**src/hw/rtl/cdsp_pkg.sv**
```systemverilog
// shared types and constants of the servo pulse generator
package cdsp_pkg;

  localparam int CHANNELS   = 3;
  localparam int WIDTH_BITS = 10;
  localparam int CH_W       = (CHANNELS > 1) ? $clog2(CHANNELS) : 1;
  localparam int CNT_W      = 12;
  localparam int VAL_W      = 10;
  localparam int SAT_W      = (WIDTH_BITS > VAL_W) ? WIDTH_BITS : VAL_W;
  localparam int CMP_W      = (WIDTH_BITS > CNT_W) ? WIDTH_BITS : CNT_W;
  localparam int OUT_BITS   = 3;
  localparam int QDEPTH     = 2;
  localparam int QPTR_W     = (QDEPTH > 1) ? $clog2(QDEPTH) : 1;
  localparam int QCNT_W     = $clog2(QDEPTH + 1);
  localparam int CFG_IDX_W  = 2;
  localparam int CFG_W      = 12;

  localparam logic [WIDTH_BITS-1:0] WIDTH_MAX   = '1;
  localparam logic [WIDTH_BITS-1:0] WIDTH_RESET =
    (90 > ((1 << WIDTH_BITS) - 1)) ? WIDTH_MAX : WIDTH_BITS'(90);
  localparam logic [CNT_W-1:0] CNT_MAX = '1;

  localparam logic [CNT_W-1:0] FRAME_TICKS_RESET = 12'd1670;
  localparam logic [CNT_W-1:0] LEAD_TICKS_RESET  = 12'd40;
  localparam logic             GROUP_RESET       = 1'b1;

  localparam logic OP_TICK = 1'b0;
  localparam logic OP_BYTE = 1'b1;

  localparam logic [CFG_IDX_W-1:0] CFG_FRAME_TICKS   = 2'd0;
  localparam logic [CFG_IDX_W-1:0] CFG_LEAD_TICKS    = 2'd1;
  localparam logic [CFG_IDX_W-1:0] CFG_CHANNEL_GROUP = 2'd2;

  localparam logic [7:0] CHR_S = 8'h73;
  localparam logic [7:0] CHR_0 = 8'h30;
  localparam logic [7:0] CHR_9 = 8'h39;
  localparam logic [7:0] CHR_1 = 8'h31;
  localparam logic [7:0] CHR_4 = 8'h34;

  typedef enum logic [2:0] {
    PS_IDLE,
    PS_CHAN,
    PS_D0,
    PS_D1,
    PS_D2
  } parse_stage_t;

  typedef enum logic [1:0] {
    CMD_TICK,
    CMD_SET,
    CMD_NONE
  } cmd_kind_t;

  typedef struct packed {
    cmd_kind_t             kind;
    logic [CH_W-1:0]       ch;
    logic [WIDTH_BITS-1:0] value;
  } cmd_t;

  typedef struct packed {
    logic [CNT_W-1:0] frame_ticks;
    logic [CNT_W-1:0] lead_ticks;
  } timing_cfg_t;

endpackage

```
**src/hw/rtl/cdsp_front.sv**
```systemverilog
// command parser: classifies each item and turns byte commands into width writes
module cdsp_front (
  input  logic          clk,
  input  logic          rst_n,
  input  logic          accept,
  input  logic          op,
  input  logic [7:0]    rx_byte,
  input  logic          group,
  output logic          push,
  output cdsp_pkg::cmd_t cmd
);

  cdsp_pkg::parse_stage_t          stage_r, stage_nxt;
  logic [cdsp_pkg::CH_W-1:0]       chan_r, chan_nxt;
  logic [cdsp_pkg::VAL_W-1:0]      value_r, value_nxt;

  logic                            is_digit;
  logic [3:0]                      digit;
  logic [7:0]                      base;
  logic [7:0]                      off;
  logic                            chan_ok;
  logic [cdsp_pkg::VAL_W-1:0]      acc;
  logic [cdsp_pkg::SAT_W-1:0]      acc_ext;
  logic [cdsp_pkg::WIDTH_BITS-1:0] acc_sat;

  assign is_digit = (rx_byte >= cdsp_pkg::CHR_0) && (rx_byte <= cdsp_pkg::CHR_9);
  assign digit    = 4'(rx_byte - cdsp_pkg::CHR_0);
  assign base     = group ? cdsp_pkg::CHR_4 : cdsp_pkg::CHR_1;
  assign off      = rx_byte - base;
  assign chan_ok  = (rx_byte >= base) && (off < 8'(cdsp_pkg::CHANNELS));
  assign acc      = cdsp_pkg::VAL_W'(value_r * cdsp_pkg::VAL_W'(10))
                  + cdsp_pkg::VAL_W'(digit);
  assign acc_ext  = cdsp_pkg::SAT_W'(acc);
  assign acc_sat  = (acc_ext > cdsp_pkg::SAT_W'(cdsp_pkg::WIDTH_MAX)) ?
                    cdsp_pkg::WIDTH_MAX : cdsp_pkg::WIDTH_BITS'(acc_ext);

  always_comb begin
    stage_nxt = stage_r;
    if (rx_byte == cdsp_pkg::CHR_S) begin
      stage_nxt = cdsp_pkg::PS_CHAN;
    end else begin
      case (stage_r)
        cdsp_pkg::PS_CHAN: stage_nxt = chan_ok  ? cdsp_pkg::PS_D0 : cdsp_pkg::PS_IDLE;
        cdsp_pkg::PS_D0:   stage_nxt = is_digit ? cdsp_pkg::PS_D1 : cdsp_pkg::PS_IDLE;
        cdsp_pkg::PS_D1:   stage_nxt = is_digit ? cdsp_pkg::PS_D2 : cdsp_pkg::PS_IDLE;
        default:           stage_nxt = cdsp_pkg::PS_IDLE;
      endcase
    end
  end

  always_comb begin
    chan_nxt  = chan_r;
    value_nxt = value_r;
    cmd.kind  = (op == cdsp_pkg::OP_TICK) ? cdsp_pkg::CMD_TICK : cdsp_pkg::CMD_NONE;
    cmd.ch    = chan_r;
    cmd.value = acc_sat;
    if (rx_byte == cdsp_pkg::CHR_S) begin
      value_nxt = '0;
    end else begin
      case (stage_r)
        cdsp_pkg::PS_CHAN: begin
          if (chan_ok) begin
            chan_nxt  = cdsp_pkg::CH_W'(off);
            value_nxt = '0;
          end
        end
        cdsp_pkg::PS_D0, cdsp_pkg::PS_D1: begin
          if (is_digit) begin
            value_nxt = acc;
          end
        end
        cdsp_pkg::PS_D2: begin
          if (is_digit) begin
            value_nxt = acc;
            if (op == cdsp_pkg::OP_BYTE) begin
              cmd.kind = cdsp_pkg::CMD_SET;
            end
          end
        end
        default: begin
          value_nxt = value_r;
        end
      endcase
    end
  end

  assign push = accept;

  always_ff @(posedge clk) begin
    if (!rst_n) begin
      stage_r <= cdsp_pkg::PS_IDLE;
      chan_r  <= '0;
      value_r <= '0;
    end else if (accept && (op == cdsp_pkg::OP_BYTE)) begin
      stage_r <= stage_nxt;
      chan_r  <= chan_nxt;
      value_r <= value_nxt;
    end
  end

endmodule

```
**src/hw/rtl/cdsp_fifo.sv**
```systemverilog
// short command queue between parser and frame timer
module cdsp_fifo (
  input  logic           clk,
  input  logic           rst_n,
  input  logic           push,
  input  cdsp_pkg::cmd_t push_cmd,
  output logic           full,
  input  logic           pop,
  output logic           head_valid,
  output cdsp_pkg::cmd_t head_cmd
);

  cdsp_pkg::cmd_t                entry_r [cdsp_pkg::QDEPTH];
  logic [cdsp_pkg::QPTR_W-1:0]   wr_r, wr_nxt;
  logic [cdsp_pkg::QPTR_W-1:0]   rd_r, rd_nxt;
  logic [cdsp_pkg::QCNT_W-1:0]   count_r, count_nxt;
  logic                          do_push;
  logic                          do_pop;

  assign full       = (count_r == cdsp_pkg::QCNT_W'(cdsp_pkg::QDEPTH));
  assign head_valid = (count_r != '0);
  assign head_cmd   = entry_r[rd_r];
  assign do_push    = push && !full;
  assign do_pop     = pop && head_valid;

  always_comb begin
    wr_nxt = wr_r;
    rd_nxt = rd_r;
    if (do_push) begin
      wr_nxt = (wr_r == cdsp_pkg::QPTR_W'(cdsp_pkg::QDEPTH - 1)) ? '0 : wr_r + 1'b1;
    end
    if (do_pop) begin
      rd_nxt = (rd_r == cdsp_pkg::QPTR_W'(cdsp_pkg::QDEPTH - 1)) ? '0 : rd_r + 1'b1;
    end
    count_nxt = count_r;
    if (do_push && !do_pop) begin
      count_nxt = count_r + 1'b1;
    end else if (do_pop && !do_push) begin
      count_nxt = count_r - 1'b1;
    end
  end

  always_ff @(posedge clk) begin
    if (!rst_n) begin
      wr_r    <= '0;
      rd_r    <= '0;
      count_r <= '0;
    end else begin
      wr_r    <= wr_nxt;
      rd_r    <= rd_nxt;
      count_r <= count_nxt;
    end
  end

  always_ff @(posedge clk) begin
    if (do_push) begin
      entry_r[wr_r] <= push_cmd;
    end
  end

endmodule

```
**src/hw/rtl/cdsp_back.sv**
```systemverilog
// frame timer, pulse widths and output register
module cdsp_back (
  input  logic                            clk,
  input  logic                            rst_n,
  input  logic                            q_valid,
  input  cdsp_pkg::cmd_t                  q_cmd,
  output logic                            q_pop,
  input  cdsp_pkg::timing_cfg_t           timing,
  input  logic                            out_ready,
  output logic                            out_valid,
  output logic [cdsp_pkg::CHANNELS-1:0]   levels
);

  logic [cdsp_pkg::WIDTH_BITS-1:0] width_r [cdsp_pkg::CHANNELS];
  logic [cdsp_pkg::WIDTH_BITS-1:0] width_nxt [cdsp_pkg::CHANNELS];
  logic [cdsp_pkg::CNT_W-1:0]      frame_r, frame_nxt;
  logic [cdsp_pkg::CNT_W-1:0]      pulse_r, pulse_nxt;
  logic [cdsp_pkg::CHANNELS-1:0]   levels_r, levels_nxt;
  logic                            valid_r, valid_nxt;

  logic                            wrap;
  logic [cdsp_pkg::CNT_W-1:0]      frame_e;
  logic [cdsp_pkg::CNT_W-1:0]      pulse_e;
  logic [cdsp_pkg::CHANNELS-1:0]   levels_e;

  assign q_pop     = q_valid && (!valid_r || out_ready);
  assign out_valid = valid_r;
  assign levels    = levels_r;

  assign wrap     = (frame_r >= timing.frame_ticks);
  assign frame_e  = wrap ? '0 : frame_r;
  assign pulse_e  = wrap ? '0 : pulse_r;
  assign levels_e = wrap ? '0 : levels_r;

  always_comb begin
    frame_nxt  = frame_r;
    pulse_nxt  = pulse_r;
    levels_nxt = levels_r;
    for (int k = 0; k < cdsp_pkg::CHANNELS; k++) begin
      width_nxt[k] = width_r[k];
    end
    if (q_pop) begin
      case (q_cmd.kind)
        cdsp_pkg::CMD_TICK: begin
          frame_nxt = frame_e + 1'b1;
          if (frame_e <= timing.lead_ticks) begin
            pulse_nxt  = pulse_e;
            levels_nxt = '1;
          end else begin
            levels_nxt = levels_e;
            for (int k = 0; k < cdsp_pkg::CHANNELS; k++) begin
              levels_nxt[k] = (cdsp_pkg::CMP_W'(pulse_e) <=
                               cdsp_pkg::CMP_W'(width_r[k]));
            end
            pulse_nxt = (pulse_e == cdsp_pkg::CNT_MAX) ? pulse_e : pulse_e + 1'b1;
          end
        end
        cdsp_pkg::CMD_SET: begin
          for (int k = 0; k < cdsp_pkg::CHANNELS; k++) begin
            if (q_cmd.ch == cdsp_pkg::CH_W'(k)) begin
              width_nxt[k] = q_cmd.value;
            end
          end
        end
        default: begin
          levels_nxt = levels_r;
        end
      endcase
    end
    if (q_pop) begin
      valid_nxt = 1'b1;
    end else if (out_ready) begin
      valid_nxt = 1'b0;
    end else begin
      valid_nxt = valid_r;
    end
  end

  always_ff @(posedge clk) begin
    if (!rst_n) begin
      frame_r  <= '0;
      pulse_r  <= '0;
      levels_r <= '0;
      valid_r  <= 1'b0;
      for (int k = 0; k < cdsp_pkg::CHANNELS; k++) begin
        width_r[k] <= cdsp_pkg::WIDTH_RESET;
      end
    end else begin
      frame_r  <= frame_nxt;
      pulse_r  <= pulse_nxt;
      levels_r <= levels_nxt;
      valid_r  <= valid_nxt;
      for (int k = 0; k < cdsp_pkg::CHANNELS; k++) begin
        width_r[k] <= width_nxt[k];
      end
    end
  end

endmodule

```
**src/hw/rtl/command_driven_servo_pulse_generator.sv**
```systemverilog
// top level of the servo pulse generator: config registers, parser, queue, timer
// an accepted item is written into the queue, and its result is loaded into the output register as it leaves
// throughput: one item per cycle while the queue is not full; while a result waits the two-entry queue takes
// two more items, and the output register loads the next result as the last leaves
// reset (rst_n low, synchronous): counters, levels, parser and queue clear,
// widths return to 90, config registers return to 1670 / 40 / group 1
module command_driven_servo_pulse_generator (
  input  logic       clk,
  input  logic       rst_n,
  input  logic       in_tvalid,
  output logic       in_tready,
  input  logic [7:0] in_tdata,   // rx_byte[7:0]
  input  logic       in_tuser,   // operation
  output logic       out_tvalid,
  input  logic       out_tready,
  output logic [7:0] out_tdata,  // pulse_a, pulse_b, pulse_c, zero pad[7:3]
  input  logic       cfg_we,
  input  logic [1:0] cfg_index,
  input  logic [11:0] cfg_wdata
);

  cdsp_pkg::timing_cfg_t                timing_r;
  logic                                 group_r;
  logic                                 accept;
  logic                                 push;
  cdsp_pkg::cmd_t                       push_cmd;
  logic                                 q_full;
  logic                                 q_valid;
  cdsp_pkg::cmd_t                       q_cmd;
  logic                                 q_pop;
  logic [cdsp_pkg::CHANNELS-1:0]        levels;
  logic [cdsp_pkg::CHANNELS+cdsp_pkg::OUT_BITS-1:0] levels_ext;

  assign in_tready = !q_full;
  assign accept    = in_tvalid && in_tready;

  always_ff @(posedge clk) begin
    if (!rst_n) begin
      timing_r.frame_ticks <= cdsp_pkg::FRAME_TICKS_RESET;
      timing_r.lead_ticks  <= cdsp_pkg::LEAD_TICKS_RESET;
      group_r              <= cdsp_pkg::GROUP_RESET;
    end else if (cfg_we) begin
      case (cfg_index)
        cdsp_pkg::CFG_FRAME_TICKS:   timing_r.frame_ticks <= cfg_wdata;
        cdsp_pkg::CFG_LEAD_TICKS:    timing_r.lead_ticks  <= cfg_wdata;
        cdsp_pkg::CFG_CHANNEL_GROUP: group_r              <= cfg_wdata[0];
        default:                     group_r              <= group_r;
      endcase
    end
  end

  cdsp_front u_front (
    .clk     (clk),
    .rst_n   (rst_n),
    .accept  (accept),
    .op      (in_tuser),
    .rx_byte (in_tdata),
    .group   (group_r),
    .push    (push),
    .cmd     (push_cmd)
  );

  cdsp_fifo u_fifo (
    .clk        (clk),
    .rst_n      (rst_n),
    .push       (push),
    .push_cmd   (push_cmd),
    .full       (q_full),
    .pop        (q_pop),
    .head_valid (q_valid),
    .head_cmd   (q_cmd)
  );

  cdsp_back u_back (
    .clk       (clk),
    .rst_n     (rst_n),
    .q_valid   (q_valid),
    .q_cmd     (q_cmd),
    .q_pop     (q_pop),
    .timing    (timing_r),
    .out_ready (out_tready),
    .out_valid (out_tvalid),
    .levels    (levels)
  );

  assign levels_ext = (cdsp_pkg::CHANNELS + cdsp_pkg::OUT_BITS)'(levels);
  assign out_tdata  = {5'b0, levels_ext[cdsp_pkg::OUT_BITS-1:0]};

endmodule

```
**config.mk**
```make
export PLATFORM = sky130hd
export DESIGN_NAME = command_driven_servo_pulse_generator
export DESIGN_NICKNAME = d
export VERILOG_FILES = /design/src/hw/rtl/cdsp_pkg.sv /design/src/hw/rtl/cdsp_front.sv /design/src/hw/rtl/cdsp_fifo.sv /design/src/hw/rtl/cdsp_back.sv /design/src/hw/rtl/command_driven_servo_pulse_generator.sv
export SDC_FILE = /design/constraint.sdc
export NUM_CORES = 1
export LEC_CHECK = 0
export ABC_CLOCK_PERIOD_IN_PS = 4000
export CORE_ASPECT_RATIO = 2
export CORE_MARGIN = 8
export CORE_UTILIZATION = 60
export CTS_CLUSTER_SIZE = 14
export DETAILED_ROUTE_END_ITERATION = 8
export DONT_BUFFER_PORTS = 1
export PLACE_DENSITY_LB_ADDON = 0.2
export SLEW_MARGIN = 40
export SYNTH_ARGS = -nofsm -noshare
export SYNTH_HDL_FRONTEND = slang
export SYNTH_SLANG_ARGS = --single-unit
```
**constraint.sdc**
```tcl
create_clock -name clk -period 4 [get_ports clk]
set_input_delay 1.2 -clock clk [delete_from_list [all_inputs] [get_ports clk]]
set_output_delay 1.2 -clock clk [all_outputs]
set_load 0.005 [all_outputs]
```
==> run_results.csv <==
group,metric,value,unit
sta,fin_skew,0.006521,ns
placement,post-place-ws,0.3483,ns
critical_path,r2r_cells,15,
power_and_ir_drop,p_leak,3.284,nW
power_and_ir_drop,combPwrFrac,14.6,%
die,die_w,94.12,µm
cts,cts_resized,0,
critical_path,cpPeakStageDelay,0.42,ns
routing,dr.first_iter.drc_count,285,
critical_path,end_kind,"register",
cells_and_area,finalCoreUtilization,66.42,%
routing,num_vias,5927,
routing,vias_per_cell,5.987,
status,status,"completed",
sta,drv_slew,0,
cts,path_clk_slew,0.06,ns
routing,post_drt_wl_per_cell,17.64,µm
sta,rsz0062_at_grt,"false",
cells_and_area,fillCellCount,1030,
cts,cts.htree.levels,4,
power_and_ir_drop,power.density,442.9,nW/µm²
critical_path,critPathKind,"register to register",
critical_path,crit_chain,"ha_1 -> a21oi_1 -> nor2_1 -> a211oi_2 -> o21a_1 -> buf_12 -> and2_1 -> ha_1 -> nor2b_1 -> o2111ai_1 -> a21boi_0 -> a2111oi_1 -> o21ai_0 -> a21boi_0 -> o221a_2",
critical_path,worst-path-max-fanout,37,
sta,hold_viol,0,
sta,tightest_slew,0.8162,ns
routing,first_pass_iters,5,
critical_path,slowest_stage,"dfxtp_1",
critical_path,arrival,3.96,ns
sta,period_minus_slack,3.606,ns
placement,dpl.hpwl,13060,µm
power_and_ir_drop,ir_drop,543.3,µV
sta,setup_ws,0.3936,ns
sta,finalCritPeriodShare,90.16,%
critical_path,required,4.36,ns
power_and_ir_drop,switching_share,28.63,%
grt,grt_pass1_vias,6092,
cts,clk_latency,0.41,ns
die,die-area,16210,µm²
placement,gp_congestion,0.9089,
cts,cts_buffers,17,
yosys,synth_edf_count,28,
power_and_ir_drop,pwr-share-clk,41.8,%
power_and_ir_drop,fin_total_pwr,3.545,mW
cts,cts_tree,"built",
yosys,syn_inst,838,
sta,slew_headroom,45.52,%
power_and_ir_drop,seqPwrFrac,43.6,%
routing,finalWirelength,17460,µm
yosys,async_flop_share,0,%
yosys,yosys-top-cells-count,"nand2_1, dfxtp_1, inv_1, ha_1, a21oi_1",
grt,grt_use_total,22.75,%
grt,grt_overflow,0,
cts,cts.path.max_buffers,2,
cells_and_area,final_layout_size_suffix_gt1_share,7.592,%
yosys,yosysMostFrequentCell,"nand2_1",
yosys,yosysSeqAreaShare,39.37,%
cts,postCtsHoldBufs,0,
min_path,hold_path_depth,2,
cts,clock-sinks,130,
flow_run,drv_cap,0,
routing,ant_nets,0,
grt,grt_pass1_wl,28790,µm
placement,portBuffers,0,
yosys,ys_warn_count,0,
yosys,synth_ff_type,"dfxtp_1",
die,io_pins,38,
yosys,synth_area_per_cell,8.737,µm²
power_and_ir_drop,switchingPower,1.015,mW
yosys,synth_top_area_share,27.89,%
power_and_ir_drop,internal_power,2.530,mW
routing,drc,0,
cts,clock-root-buffer,"clkbuf_16",
die,core,12050,µm²
sta,setup_violations,0,
cells_and_area,design_area,8005,µm²
critical_path,worstSetupStartpointType,"register",
die,start_util,60.75,%
yosys,ys_types,63,
yosys,synth_top_cell_by_area,"dfxtp_1",
sta,fmax,0.2773,GHz
yosys,yosys_register_bits,130,
placement,postPlaceCellArea,7431,µm²
cells_and_area,nets,934,
cells_and_area,area_growth_syn_to_layout,9.330,%
die,core.rowCount,57,
cts,postCtsSetupBuffers,0,
grt,antenna_found_initial,0,
grt,grt_max_degree,52,
yosys,syn_area,7322,µm²
min_path,hp-class,"register to register",
die,die_y,172.2,µm
cells_and_area,antenna_cells,0,
sta,fin_tns_setup,0,ns
yosys,synthTopCellsByArea,"dfxtp_1, ha_1, edfxtp_1, nand2_1, a21oi_1",
[area by class of cell]
cell class	instances	area, µm²	share of cell area, %
clock inverter	14	128.9	1.610
multi-input combinational	596	4003	50.00
tap	147	183.9	2.298
clock buffer	18	439.2	5.486
inverter	76	287.8	3.595
sequential	130	2883	36.01
timing repair buffer	9	80.08	1.000
[layout by cell type, fill, tap and decap left out, drive strengths merged, types with 11 or more instances in the layout]
cell type,n
a21oi,60
edfxtp,28
nand2,107
nand3,19
nand4,14
dfxtp,102
nor3,11
o211ai,20
xnor2,12
and2,25
o21ai,40
clkbuf,18
ha,74
mux2i,19
nor2,57
a211oi,15
inv,80
[through the flow]
step                hold WS [ns]  cells
floorplan                 0.4254    842
global placement          0.4418    958
detailed placement        0.4390    958
CTS                       0.4543    990
global route              0.4656    990
finish                    0.4523    990
[cell families after synthesis]
logic type | Yosys count | share of synthesized area [%]
other | 1 | 0.05122
xor gates and xnor gates | 21 | 2.512
muxes | 25 | 3.520
and+or+nand+nor | 289 | 19.45
DFF | 130 | 39.37
adders and majority gates | 76 | 13.19
buffers and inverters | 116 | 6.408
AOI/OAI and AO/OA | 180 | 15.50
[metal layers]
metal | part of all wire, % | GRT usage [%] | up-vias
li1 | - | - | 2911
met5 | 0 | 0 | -
met2 | 54 | 41.99 | 170
met4 | 4.9 | 14.04 | 0
met1 | 37 | 21.81 | 2797
met3 | 4.1 | 5.391 | 49
[path summary, 6_finish.rpt]
check / startpoint / end / slack (ns)
max: u_back.frame_r[9] / u_back.levels[1] / 0.39
max reg2reg: u_back.frame_r[9] / u_back.levels[1] / 0.39
min: timing_r[4] / timing_r[4] / 0.45
min reg2reg: timing_r[4] / timing_r[4] / 0.45
[sequential cells by signal (all words and copies together), names as in the netlist, named ones only]
| register | flops |
|---|---|
| u_back.width_r | 30 |
| u_fifo.entry_r | 28 |
| timing_r | 24 |
| u_back.frame_r | 12 |
| u_back.pulse_r | 12 |
| u_front.value_r | 9 |
| u_back.levels | 3 |
| u_front.stage_r | 3 |
| u_fifo.count_r | 2 |
| u_front.chan_r | 2 |
| group_r | 1 |
| u_back.out_valid | 1 |
| u_fifo.rd_r | 1 |
| u_fifo.wr_r | 1 |
[power by group through the flow]
stage	logic, mW	clock network [mW]	registers (mW)
after floorplan	0.421	0	1.53
after global placement	0.491	0	1.57
after detailed placement	0.511	0	1.57
after CTS	0.517	1.49	1.55
after global routing	0.572	1.55	1.56
final	0.516	1.48	1.55
[worst max-delay path: cells and delay by family (launching register included)]
kind	cells	cell delay (ns)
AO/OA/AOI/OAI	9	1.88
adder cells (fa/ha/maj)	2	0.58
AND/OR/NAND/NOR	3	0.47
flip-flops	1	0.42
buffers and inverters	1	0.19
Note: power is estimated with default switching activity, not from simulation.
